<file path="src/rtl/core/rgbdct_pkg.sv">
// ============================================================================
// rgbdct_pkg: shared types and constants for the 2x2 RGB to Y/Pb/Pr block
// Datapath commands and status between controller and datapath.
// ============================================================================
package rgbdct_pkg;

    // controller to datapath commands
    typedef struct packed {
        logic       start_div;   // load divider with a new sample
        logic [1:0] div_sel;     // which sample: 0 red, 1 green, 2 blue
        logic       store_frac;  // capture divider quotient
        logic       mult_step;   // run one matrix step
        logic [1:0] mult_sel;    // 0 Y, 1 Pb, 2 Pr
        logic       accum;       // fold pixel into block state
        logic       finish;      // compute block results
    } rgbdct_cmd_t;

    // datapath to controller status
    typedef struct packed {
        logic div_done;
    } rgbdct_sts_t;

    localparam logic [1:0] SEL_R = 2'd0;
    localparam logic [1:0] SEL_G = 2'd1;
    localparam logic [1:0] SEL_B = 2'd2;

    // matrix rows; the last code is the drain step of the row sequence
    localparam logic [1:0] ROW_Y   = 2'd0;
    localparam logic [1:0] ROW_PB  = 2'd1;
    localparam logic [1:0] ROW_PR  = 2'd2;
    localparam logic [1:0] ROW_END = 2'd3;

endpackage

</file>
<file path="src/rtl/core/rgbdct_ctrl.sv">
// ============================================================================
// rgbdct_ctrl: sequencer for one pixel
// Divider over 3 samples, 3 rows and a drain, fold; 4th pixel: finish, output.
// ============================================================================
module rgbdct_ctrl (
    input  logic                   aclk,
    input  logic                   aresetn,
    input  logic                   start,
    input  logic                   last_pixel,
    input  logic                   out_free,
    input  rgbdct_pkg::rgbdct_sts_t sts,
    output rgbdct_pkg::rgbdct_cmd_t cmd,
    output logic                   busy,
    output logic                   result_load
);
    localparam logic [2:0] ST_IDLE = 3'd0;
    localparam logic [2:0] ST_DIV  = 3'd1;
    localparam logic [2:0] ST_MUL  = 3'd2;
    localparam logic [2:0] ST_ACC  = 3'd3;
    localparam logic [2:0] ST_FIN  = 3'd4;
    localparam logic [2:0] ST_OUT  = 3'd5;

    logic [2:0] state_reg, state_next;
    logic [1:0] idx_reg, idx_next;

    always_ff @(posedge aclk) begin
        if (!aresetn) begin
            state_reg <= ST_IDLE;
            idx_reg   <= 2'd0;
        end else begin
            state_reg <= state_next;
            idx_reg   <= idx_next;
        end
    end

    // next state and commands
    always_comb begin
        state_next  = state_reg;
        idx_next    = idx_reg;
        cmd         = '0;
        result_load = 1'b0;
        case (state_reg)
            ST_IDLE: begin
                if (start) begin
                    cmd.start_div = 1'b1;
                    cmd.div_sel   = rgbdct_pkg::SEL_R;
                    idx_next      = 2'd0;
                    state_next    = ST_DIV;
                end
            end
            ST_DIV: begin
                if (sts.div_done) begin
                    cmd.store_frac = 1'b1;
                    cmd.div_sel    = idx_reg;
                    if (idx_reg == rgbdct_pkg::SEL_B) begin
                        idx_next   = 2'd0;
                        state_next = ST_MUL;
                    end else begin
                        idx_next      = idx_reg + 2'd1;
                        cmd.start_div = 1'b1;
                        state_next    = ST_DIV;
                    end
                end
            end
            ST_MUL: begin
                cmd.mult_step = 1'b1;
                cmd.mult_sel  = idx_reg;
                if (idx_reg == rgbdct_pkg::ROW_END) begin
                    state_next = ST_ACC;
                end else begin
                    idx_next = idx_reg + 2'd1;
                end
            end
            ST_ACC: begin
                cmd.accum  = 1'b1;
                state_next = last_pixel ? ST_FIN : ST_IDLE;
            end
            ST_FIN: begin
                cmd.finish = 1'b1;
                state_next = ST_OUT;
            end
            ST_OUT: begin
                if (out_free) begin
                    result_load = 1'b1;
                    state_next  = ST_IDLE;
                end
            end
            default: state_next = ST_IDLE;
        endcase
    end

    assign busy = (state_reg != ST_IDLE);
endmodule

</file>
<file path="src/rtl/core/rgbdct_dpath.sv">
// ============================================================================
// rgbdct_dpath: divider, matrix and block accumulator
// Restoring divider one quotient bit per cycle, one multiply row per cycle.
// ============================================================================
module rgbdct_dpath #(
    parameter int SAMPLE_BITS   = 16,
    parameter int FRACTION_BITS = 16
) (
    input  logic                   aclk,
    input  logic                   aresetn,
    input  rgbdct_pkg::rgbdct_cmd_t cmd,
    output rgbdct_pkg::rgbdct_sts_t sts,
    input  logic [15:0]            max_value,
    input  logic [15:0]            red,
    input  logic [15:0]            green,
    input  logic [15:0]            blue,
    output logic [1:0]             pos,
    output logic [16:0]            coef_a,
    output logic [16:0]            coef_b,
    output logic [16:0]            coef_c,
    output logic [16:0]            coef_d,
    output logic [16:0]            mean_pb,
    output logic [16:0]            mean_pr
);
    localparam int FW  = FRACTION_BITS + 2;          // fraction incl. sign
    localparam int NW  = 16 + FRACTION_BITS + 1;     // dividend width
    localparam int CW  = $clog2(NW + 1);
    localparam int PW  = FW + 22;                    // product width
    localparam int SW  = FW + 4;                     // block sum width
    localparam int QW  = FRACTION_BITS + 15;         // biased numerator width
    localparam int MW  = FRACTION_BITS + 16;         // reciprocal width
    localparam logic signed [PW-1:0] HALF_M  = PW'(500000);
    // ceil(2^(QW+14) / 15625), exact floor division for numerators below 2^QW
    localparam logic [MW-1:0] RECIP =
        MW'(((longint'(1) <<< (QW + 14)) + longint'(15624)) / longint'(15625));
    localparam logic signed [PW-1:0] ROFF = PW'(longint'(15625) <<< (FRACTION_BITS - 1));
    localparam logic signed [PW-1:0] QOFF = PW'(longint'(1) <<< (FRACTION_BITS - 1));

    // ---- divider: round(s*2^F/m) = floor((2*s*2^F + m) / (2m)) ----
    logic [NW-1:0] quo_reg, quo_next;
    logic [17:0]   rem_reg, rem_next;
    logic [CW-1:0] cnt_reg, cnt_next;
    logic          run_reg, run_next;
    logic [16:0]   div2m;
    logic [15:0]   m, s_raw, s_clamp;
    logic [NW-1:0] dividend;
    logic [18:0]   trial;

    assign m       = (max_value == 16'd0) ? 16'd1 : max_value;
    assign div2m   = {m, 1'b0};
    logic [1:0] sel;
    assign sel = cmd.store_frac ? cmd.div_sel + 2'd1 : cmd.div_sel;
    always_comb begin
        case (sel)
            rgbdct_pkg::SEL_R: s_raw = red;
            rgbdct_pkg::SEL_G: s_raw = green;
            default:           s_raw = blue;
        endcase
    end
    logic [15:0] s_mask;
    assign s_mask   = 16'((32'd1 << SAMPLE_BITS) - 32'd1);
    assign s_clamp  = ((s_raw & s_mask) > m) ? m : (s_raw & s_mask);
    assign dividend = (NW'(s_clamp) << (FRACTION_BITS + 1)) + NW'(m);
    assign trial    = {rem_reg, quo_reg[NW-1]} - {2'b0, div2m};

    always_comb begin
        quo_next = quo_reg;
        rem_next = rem_reg;
        cnt_next = cnt_reg;
        run_next = run_reg;
        if (cmd.start_div) begin
            quo_next = dividend;
            rem_next = '0;
            cnt_next = CW'(NW);
            run_next = 1'b1;
        end else if (run_reg) begin
            if (!trial[18]) begin
                rem_next = trial[17:0];
                quo_next = {quo_reg[NW-2:0], 1'b1};
            end else begin
                rem_next = {rem_reg[16:0], quo_reg[NW-1]};
                quo_next = {quo_reg[NW-2:0], 1'b0};
            end
            cnt_next = cnt_reg - CW'(1);
            if (cnt_reg == CW'(1)) run_next = 1'b0;
        end
    end

    always_ff @(posedge aclk) begin
        if (!aresetn) begin
            run_reg <= 1'b0;
            cnt_reg <= '0;
        end else begin
            run_reg <= run_next;
            cnt_reg <= cnt_next;
        end
        quo_reg <= quo_next;
        rem_reg <= rem_next;
    end
    assign sts.div_done = !run_reg && (cnt_reg == '0);

    // ---- fractions ----
    logic signed [FW-1:0] fr_reg, fg_reg, fb_reg;
    always_ff @(posedge aclk) begin
        if (cmd.store_frac) begin
            case (cmd.div_sel)
                rgbdct_pkg::SEL_R: fr_reg <= FW'(quo_reg);
                rgbdct_pkg::SEL_G: fg_reg <= FW'(quo_reg);
                default:           fb_reg <= FW'(quo_reg);
            endcase
        end
    end

    // ---- matrix: one row per step, a product per step into a rounding stage ----
    logic signed [PW-1:0] kr, kg, kb, dot;
    always_comb begin
        case (cmd.mult_sel)
            rgbdct_pkg::ROW_Y: begin
                kr = PW'(299000);  kg = PW'(587000);  kb = PW'(114000);
            end
            rgbdct_pkg::ROW_PB: begin
                kr = -PW'(168736); kg = -PW'(331264); kb = PW'(500000);
            end
            default: begin
                kr = PW'(500000);  kg = -PW'(418688); kb = -PW'(81312);
            end
        endcase
    end
    assign dot = kr * PW'(fr_reg) + kg * PW'(fg_reg) + kb * PW'(fb_reg);

    logic signed [PW-1:0] dot_reg;
    logic [1:0]           dsel_reg;
    logic                 dval_reg;
    logic signed [PW-1:0] rnum, rsh, rq;
    logic [QW-1:0]        ru;
    logic [QW+MW-1:0]     rprod;
    assign rnum  = dot_reg + HALF_M;
    // floor(rnum / 10^6) = floor(floor(rnum / 64) / 15625): shift, bias to a
    // non-negative value, multiply by the reciprocal of 15625, remove the bias
    assign rsh   = rnum >>> 6;
    assign ru    = QW'(rsh + ROFF);
    assign rprod = ru * RECIP;
    assign rq    = PW'(rprod >> (QW + 14)) - QOFF;

    logic signed [FW-1:0] y_reg, pb_reg, pr_reg;
    always_ff @(posedge aclk) begin
        dot_reg  <= dot;
        dsel_reg <= cmd.mult_sel;
        if (!aresetn) dval_reg <= 1'b0;
        else          dval_reg <= cmd.mult_step && (cmd.mult_sel != rgbdct_pkg::ROW_END);
        if (dval_reg) begin
            case (dsel_reg)
                rgbdct_pkg::ROW_Y:  y_reg  <= FW'(rq);
                rgbdct_pkg::ROW_PB: pb_reg <= FW'(rq);
                default:            pr_reg <= FW'(rq);
            endcase
        end
    end

    // ---- block state ----
    logic signed [FW-1:0] luma_reg [4];
    logic signed [SW-1:0] sum_pb_reg, sum_pr_reg;
    logic [1:0]           pos_reg;
    always_ff @(posedge aclk) begin
        if (!aresetn) begin
            pos_reg    <= 2'd0;
            sum_pb_reg <= '0;
            sum_pr_reg <= '0;
        end else if (cmd.accum) begin
            luma_reg[pos_reg] <= y_reg;
            pos_reg           <= pos_reg + 2'd1;
            sum_pb_reg        <= sum_pb_reg + SW'(pb_reg);
            sum_pr_reg        <= sum_pr_reg + SW'(pr_reg);
        end else if (cmd.finish) begin
            sum_pb_reg <= '0;
            sum_pr_reg <= '0;
        end
    end
    assign pos = pos_reg;

    // ---- results: round(x/4) ties up = (x+2)>>>2 ----
    logic signed [SW-1:0] y0, y1, y2, y3, ta, tb, tc, td;
    assign y0 = SW'(luma_reg[0]);
    assign y1 = SW'(luma_reg[1]);
    assign y2 = SW'(luma_reg[2]);
    assign y3 = SW'(luma_reg[3]);
    assign ta = (y0 + y1 + y2 + y3 + SW'(2)) >>> 2;
    assign tb = (y2 + y3 - y0 - y1 + SW'(2)) >>> 2;
    assign tc = (y1 + y3 - y0 - y2 + SW'(2)) >>> 2;
    assign td = (y0 + y3 - y1 - y2 + SW'(2)) >>> 2;

    always_ff @(posedge aclk) begin
        if (cmd.finish) begin
            coef_a  <= ta[16:0];
            coef_b  <= tb[16:0];
            coef_c  <= tc[16:0];
            coef_d  <= td[16:0];
            mean_pb <= 17'((sum_pb_reg + SW'(2)) >>> 2);
            mean_pr <= 17'((sum_pr_reg + SW'(2)) >>> 2);
        end
    end
endmodule

</file>
<file path="src/rtl/core/block_rgb_to_dct_chroma_avg_unit.sv">
// ============================================================================
// block_rgb_to_dct_chroma_avg_unit: 2x2 RGB block to luma transform and chroma
// Top level: controller, datapath, output register.
// ============================================================================
// Takes one pixel per transfer, the four pixels of a 2x2 block in row-major
// order, and after the fourth gives coefficients a..d of the lumas and the
// Pb/Pr means. The one-bit-per-cycle divider scales the three samples by
// max_value in turn; no new pixel is taken until the last is through, and
// the fourth adds a finish and an output step. Results wait in an output
// register while the next pixel is taken.
module block_rgb_to_dct_chroma_avg_unit #(
    parameter int SAMPLE_BITS   = 16,
    parameter int FRACTION_BITS = 16
) (
    input  logic         aclk,
    input  logic         aresetn,
    input  logic         cfg_we,
    input  logic [15:0]  cfg_wdata,
    input  logic         s_tvalid,
    output logic         s_tready,
    input  logic [47:0]  s_tdata,   // red[15:0], green[31:16], blue[47:32]
    output logic         m_tvalid,
    input  logic         m_tready,
    output logic [103:0] m_tdata    // coef_a, coef_b, coef_c, coef_d, mean_pb,
                                    // mean_pr, 17 bits each from bit 0; pad
);
    rgbdct_pkg::rgbdct_cmd_t cmd;
    rgbdct_pkg::rgbdct_sts_t sts;
    logic [15:0]  max_value_reg;
    logic [47:0]  pix_reg;
    logic [47:0]  pix_src;
    logic         busy, result_load, start;
    logic [1:0]   pos;
    logic [16:0]  ca, cb, cc, cd, mpb, mpr;
    logic         mvalid_reg;
    logic [101:0] mdata_reg;

    // hold the configured maximum
    always_ff @(posedge aclk) begin
        if (!aresetn)   max_value_reg <= 16'd255;
        else if (cfg_we) max_value_reg <= cfg_wdata;
    end

    assign s_tready = !busy;
    assign start    = s_tvalid && s_tready;

    // capture the pixel on transfer
    always_ff @(posedge aclk) begin
        if (start) pix_reg <= s_tdata;
    end

    // the divider loads red in the transfer cycle, before the capture lands
    assign pix_src = start ? s_tdata : pix_reg;

    rgbdct_ctrl u_ctrl (
        .aclk(aclk), .aresetn(aresetn), .start(start), .last_pixel(pos == 2'd3),
        .out_free(!mvalid_reg || m_tready), .sts(sts), .cmd(cmd),
        .busy(busy), .result_load(result_load)
    );

    rgbdct_dpath #(.SAMPLE_BITS(SAMPLE_BITS), .FRACTION_BITS(FRACTION_BITS)) u_dpath (
        .aclk(aclk), .aresetn(aresetn), .cmd(cmd), .sts(sts),
        .max_value(max_value_reg), .red(pix_src[15:0]), .green(pix_src[31:16]),
        .blue(pix_src[47:32]), .pos(pos), .coef_a(ca), .coef_b(cb), .coef_c(cc),
        .coef_d(cd), .mean_pb(mpb), .mean_pr(mpr)
    );

    // output register
    always_ff @(posedge aclk) begin
        if (!aresetn) begin
            mvalid_reg <= 1'b0;
        end else if (result_load) begin
            mvalid_reg <= 1'b1;
        end else if (m_tready) begin
            mvalid_reg <= 1'b0;
        end
        if (result_load) mdata_reg <= {mpr, mpb, cd, cc, cb, ca};
    end
    assign m_tvalid = mvalid_reg;
    assign m_tdata  = {2'b00, mdata_reg};

    // a result is only loaded into a free output register
    assert property (@(posedge aclk) disable iff (!aresetn)
        result_load |-> (!mvalid_reg || m_tready)) else $error("output overrun");
    // no pixel accepted while sequencer busy
    assert property (@(posedge aclk) disable iff (!aresetn)
        busy |-> !s_tready) else $error("accept while busy");
    // a new pixel makes the sequencer busy in the next cycle
    assert property (@(posedge aclk) disable iff (!aresetn)
        start |=> busy) else $error("sequencer did not start");
endmodule

</file>
<file path="config.mk">
export PLATFORM = sky130hd
export DESIGN_NAME = block_rgb_to_dct_chroma_avg_unit
export DESIGN_NICKNAME = d
export VERILOG_FILES = /design/src/rtl/core/rgbdct_pkg.sv /design/src/rtl/core/rgbdct_ctrl.sv /design/src/rtl/core/rgbdct_dpath.sv /design/src/rtl/core/block_rgb_to_dct_chroma_avg_unit.sv
export SDC_FILE = /design/constraint.sdc
export NUM_CORES = 2
export LEC_CHECK = 0
export BUFFER_PORTS_ARGS = -buffer_cell sky130_fd_sc_hd__clkbuf_2
export CORE_MARGIN = 1
export CORE_UTILIZATION = 55
export DETAILED_ROUTE_END_ITERATION = 7
export GPL_TIMING_DRIVEN = 0
export PLACE_DENSITY_LB_ADDON = 0.2
export SYNTH_ARGS = -nofsm -noshare
export SYNTH_HDL_FRONTEND = slang
export SYNTH_SLANG_ARGS = --single-unit
</file>
<file path="constraint.sdc">
create_clock -name aclk -period 13.89 [get_ports aclk]
set_input_delay 1.389 -clock aclk [delete_from_list [all_inputs] [get_ports aclk]]
set_output_delay 1.389 -clock aclk [all_outputs]
set_load 0.05 [all_outputs]
</file>
## After elaboration in Yosys (flattened, before gate mapping)

Memories as Yosys holds them, arrays and structs flattened.
Index checks and enable logic that the tools add are counted.

- Logic and storage cells: 165
- Output and inout port bits: 106
- Memory bits (writable): 72
- Memories kept: 1
- Bits in registers: 526

Memories:

| memory | depth | bits a word | rd ports | clocked after memory_dff | write ports | RTL line | RTL |
|---|---|---|---|---|---|---|---|
| u_dpath.luma_reg | 4 | 18 | 4 | 0 | 1 | rgbdct_dpath.sv:161 | `logic signed [FW-1:0] luma_reg [4];` |

- $lt $le $gt $ge: 1
- Add/sub/neg operators: 31
- Eq/ne operators: 19
- Mux-type cells: 47
- Bitwise logic cells: 3
- Reduce and logical (&&, ||, !) cells: 30
- Multiply operators: 4

Operator list:

| cell | count |
|---|---|
| 40-bit case mux with 2 select lines | 3 |
| 40-bit by 18-bit multiplier with 37-bit output | 3 |
| 19-bit by 3-bit adder with 19-bit output, second input constant | 6 |
| 19-bit by 18-bit subtractor with 19-bit output | 6 |
| 18-bit by 18-bit adder with 19-bit output | 4 |
| 37-bit adder | 2 |
| 22-bit two-way mux | 3 |
| 33-bit two-way mux | 2 |
| 31-bit by 31-bit multiplier with 62-bit output, second input constant | 1 |
| 48-bit two-way mux | 1 |
| 22-bit by 18-bit adder with 22-bit output | 2 |
| 19-bit by 18-bit adder with 19-bit output | 2 |
| 37-bit by 20-bit adder with 37-bit output, second input constant | 1 |
| 33-bit by 16-bit adder with 33-bit output | 1 |
| 16-bit two-way mux | 2 |
| 16-bit case mux with 2 select lines | 1 |
| 31-bit by 30-bit adder with 31-bit output, second input constant | 1 |
| 3-bit two-way mux | 7 |
| 19-bit by 17-bit subtractor with 19-bit output | 1 |
| 18-bit two-way mux | 1 |
| 3-bit case mux with 6 select lines | 1 |
| 18-bit by 16-bit subtractor with 18-bit output, second input constant | 1 |
| 16-bit > comparator | 1 |
| 16-bit logical NOT | 1 |
| other kinds (28) | 81 |

## Depth between registers and ports, before layout

- Word-level depth: 13
- Depth in mapped cells: 42
- Mapped depth without buffers: 42

## Cells and area by module

From an unflattened synthesis, not the netlist that was laid out.

- Cell total of the unflattened synthesis: 6690
- Area total of the unflattened synthesis: 74916.9 sq um

By module, submodules not included:

| module | area an instance (sq um) | times used | cells each |
|---|---|---|---|
| rgbdct_dpath | 69141.3 | 1 | 6364 |
| block_rgb_to_dct_chroma_avg_unit | 5300.1 | 1 | 265 |
| rgbdct_ctrl | 475.5 | 1 | 61 |

## Worst setup path after synthesis

OpenSTA, ideal clock, no wires.

- Path type: reg2reg
- From: register u_dpath.dot_reg[17]
- To: register u_dpath.pb_reg[17] (data pin)
- Cell stages (with the launch flop): 42
- Setup time: 0.269 ns
- Data required time: 13.621 ns
- Period minus slack after synthesis: 9.745 ns
- Slack: 4.145 ns
- Data arrival time: 9.476 ns
- Cell sequence: dfxtp_1 -> nor4_4 -> o31a_1 -> o22a_2 -> inv_2 -> ha_1 -> nand3b_1 -> o22ai_1 -> a31oi_1 -> nand3_1 -> a21o_1 -> a22oi_1 -> nor2b_1 -> a41oi_1 -> xnor2_1 -> ha_1 -> xor2_1 -> fa_1 -> (+6 left out) -> inv_1 -> fa_1 -> fa_1 -> ha_1 -> ha_1 -> nand4_1 -> or2_2 -> o221a_2 -> o21ai_0 -> a21oi_1 -> o2111a_1 -> or3_1 -> nand3b_1 -> a21oi_1 -> xor2_1 -> ha_1 -> xor2_1 -> xnor2_1

- Longest elaborated chain between the ends: 4

RTL lines:

| element | RTL line | RTL |
|---|---|---|
| from (decl) | rgbdct_dpath.sv:131 | `logic signed [PW-1:0] dot_reg;` |
| from (signal assigned) | rgbdct_dpath.sv:147 | `dot_reg <= dot;` |
| 37-bit by 20-bit adder with 37-bit output | rgbdct_dpath.sv:137 | `assign rnum = dot_reg + HALF_M;` |
| 31-bit by 30-bit adder with 31-bit output | rgbdct_dpath.sv:141 | `assign ru = QW'(rsh + ROFF);` |
| 31-bit by 31-bit multiplier with 62-bit output | rgbdct_dpath.sv:142 | `assign rprod = ru * RECIP;` |
| 18-bit by 16-bit subtractor with 18-bit output | rgbdct_dpath.sv:143 | `assign rq = PW'(rprod >> (QW + 14)) - QOFF;` |
| via u_dpath.rq[17] | rgbdct_dpath.sv:134 | `logic signed [PW-1:0] rnum, rsh, rq;` |
| to (signal assigned) | rgbdct_dpath.sv:154 | `rgbdct_pkg::ROW_PB: pb_reg <= FW'(rq);` |
| to (decl) | rgbdct_dpath.sv:145 | `logic signed [FW-1:0] y_reg, pb_reg, pr_reg;` |

The timed path passes the listed nets, and every way through them passes these cells.
A chain may end at the register's enable or synchronous reset.

## Final worst setup path

- From: register u_dpath.dot_reg[5]
- To: register u_dpath.pr_reg[17] (data pin)

- Longest elaborated chain between the ends: 4

RTL lines:

| element | RTL line | RTL |
|---|---|---|
| 37-bit by 20-bit adder with 37-bit output | rgbdct_dpath.sv:137 |  |
| 31-bit by 30-bit adder with 31-bit output | rgbdct_dpath.sv:141 |  |
| 31-bit by 31-bit multiplier with 62-bit output | rgbdct_dpath.sv:142 |  |
| 18-bit by 16-bit subtractor with 18-bit output | rgbdct_dpath.sv:143 |  |
| via u_dpath.rq[17] | rgbdct_dpath.sv:134 |  |
| to (signal assigned) | rgbdct_dpath.sv:155 | `default: pr_reg <= FW'(rq);` |
| to (decl) | rgbdct_dpath.sv:145 |  |

The timed path passes the listed nets, and every way through them passes these cells.

==> impl_metrics.yaml <==
die:
  initial_utilization_pct: 55.38
  die_y_um: 371.3
  io_pins: 175
  rows: 135
  fp.dieArea_um2: 137900
  die_x_um: 371.3
  core_area_um2: 135500
grt:
  overflow: 0
  first_global_vias: 51310
  antenna_found_initial: 4
  track_usage_pct: 28.97
  grt_pass1_wl_um: 298800
  grt_start_max_net_pins: 72
setup_path:
  r2r-end: "u_dpath.pr_reg[17]"
  critPathMaxStageDelay_ns: 1.01
  crit_fanout: 7
  r2r_setup_slack_ns: 1.87
  slowest_stage: "xnor2_1"
  r2r-start: "u_dpath.dot_reg[5]"
  startpoint_type: "flip-flop"
  reg2reg_depth: 37
  critical_path.endpoint_type: "flip-flop"
  worstPathArrival_ns: 12.41
  worstSetupPathType: "flip-flop to flip-flop"
  required_ns: 14.28
cells_and_area:
  syn2layout_area_growth_pct: 7.695
  finish.instance_area_um2: 80800
  stdcell_count: 8872
  fillers: 11340
  largest_reg_flops: 102
  fin_nets: 9375
  drive_above_1_share_pct: 5.657
routing:
  wirelength_um: 192500
  ant_nets: 0
  vias_per_cell: 5.406
  drc: 0
  first_pass_iters: 5
  dr_total_vias: 47970
  wl_per_cell_um: 21.70
  drt_iter0_markers: 3158
timing:
  relSlewSlack_pct: 3.007
  tightest_slew_ns: 1.450
  rsz0062_at_grt: "no"
  final_hold_viol_count: 0
  setup_viol_count_final: 0
  finalSetupTns_ns: 0
  clock_skew_ns: 0.05322
  fmax_ghz: 0.08319
  period_share_pct: 86.54
  period_needed_ns: 12.02
  finalMaxSlewViolations: 0
  hold_slack_ns: 0.4148
cts:
  hold_buffers: 0
  cts_setup_buffers: 0
  tritoncts: "yes"
  cts.sinks: 587
  cts.path.max_buffers: 3
  root_buffer: "clkbuf_16"
  cts_max_level: 3
  path_clk_slew_ns: 0.06
  post_cts_resized: 0
  insertion_delay_ns: 0.68
  cts-buffers-inserted: 67
hold_path:
  min-delay-start: "u_dpath.coef_d[15]"
  min_to: "mdata_reg[66]"
  hold_depth: 0
  hold_class: "flip-flop to flip-flop"
synth:
  postSynthAreaPerCell_um2: 11.08
  ys_types: 98
  yosysWarnings: 0
  async_flop_share_pct: 0
  synth-seq-cells: 587
  syn_inst: 6774
  ys_seq_area_share_pct: 21.23
  synth_top_area_share_pct: 38.40
  synth_edf_count: 417
  synth_area_leader_cell: "fa_1"
  netlist_area_um2: 75020
  yosys_most_used_dff: "edfxtp_1"
  yosys-top-cells-area: "fa_1, edfxtp_1, ha_1"
placed_design:
  hpwl_um: 165600
  port_buffers: 170
  gp_congestion: 1.001
  place_inst: 8748
  placed_area_um2: 78440
outcome:
  status: "completed"
run:
  maxCapViolations: 0
cell usage in the layout, fill, tap and decap left out, drive strengths merged, types with 84 or more instances in the layout:
cell / Yosys / layout
a21o: 84 / 84
a21oi: 155 / 155
clkbuf: 91 / 355
dfxtp: 170 / 170
edfxtp: 417 / 417
fa: 1439 / 1439
ha: 831 / 831
inv: 1789 / 1792
nand2: 310 / 310
nor2: 210 / 210
nor2b: 98 / 98
o21ai: 156 / 156
xnor2: 219 / 219
final cells by class:
class / count / area (µm²) / share of cell area, %
inverter: 1789 / 6720 / 8.317
multi-input combinational: 4298 / 52100 / 64.48
tap: 1781 / 2228 / 2.758
clock buffer: 94 / 1941 / 2.402
clock inverter: 28 / 407.9 / 0.5048
timing repair buffer: 187 / 1066 / 1.319
buffer: 106 / 409.1 / 0.5064
antenna: 2 / 5.005 / 0.006194
sequential: 587 / 15930 / 19.71
critical path, delay by kind of cell, from the launching register on:
kind / cells / cell delay, ns
adder cells (fa/ha/maj): 12 / 5.17
AO/OA/AOI/OAI: 10 / 2.36
AND/OR/NAND/NOR: 7 / 1.83
XOR/XNOR: 4 / 1.81
flip-flops: 1 / 0.34
buffers and inverters: 4 / 0.26
through the flow:
stage                     setup slack [ns]  util (%)
final                                1.869     59.64
after global routing                 1.393     59.64
after global placement              0.6385     57.67
after floorplan                      4.145         -
after CTS                            1.949     59.64
after detailed placement             2.036     57.91
per-layer routing:
metal | wire (µm) | up-vias | GRT usage [%]
li1 | - | 21650 | -
met1 | 81300 | 24470 | 39.54
met2 | 90760 | 1496 | 46.88
met3 | 13470 | 346 | 5.064
met4 | 6980 | 4 | 9.861
met5 | 29 | - | 0
cell usage after synthesis, types with 39 or more instances:
library cell / instances
inv_1: 1784
fa_1: 1439
ha_1: 831
edfxtp_1: 417
nand2_1: 310
xnor2_1: 216
nor2_1: 208
dfxtp_1: 170
a21oi_1: 155
o21ai_0: 155
nor2b_1: 98
clkbuf_1: 91
a21o_1: 84
nand3_1: 74
and2_1: 73
and3_1: 70
xor2_1: 67
mux2i_1: 59
a22oi_1: 46
nor3_1: 39
worst max path at each step:
| stage | to | slack, ns | start |
|---|---|---|---|
| CTS | u_dpath.pr_reg[17] | 1.95 | u_dpath.dot_reg[7] |
| detailed placement | u_dpath.y_reg[17] | 2.04 | u_dpath.dot_reg[7] |
| global route | u_dpath.pr_reg[17] | 1.39 | u_dpath.dot_reg[7] |
| floorplan | u_dpath.pb_reg[17] | 4.15 | u_dpath.dot_reg[17] |
| global placement | u_dpath.sum_pr_reg[5] | 0.64 | u_ctrl.state_reg[0] |
| finish | u_dpath.pr_reg[17] | 1.87 | u_dpath.dot_reg[5] |
logic make-up after synthesis:
| group | Yosys count | synth area share [%] |
|---|---|---|
| compound gates | 654 | 5.815 |
| other cells | 2 | 0.01001 |
| simple gates | 983 | 6.382 |
| flops | 587 | 21.23 |
| mux | 92 | 1.282 |
| buf+inv | 1895 | 9.503 |
| xor+xnor | 291 | 3.524 |
| fa+ha+maj | 2270 | 52.26 |
Power is left out: the tool's default activity adds up to more than one toggle a clock period on the data nets, which glitch-free logic cannot reach.
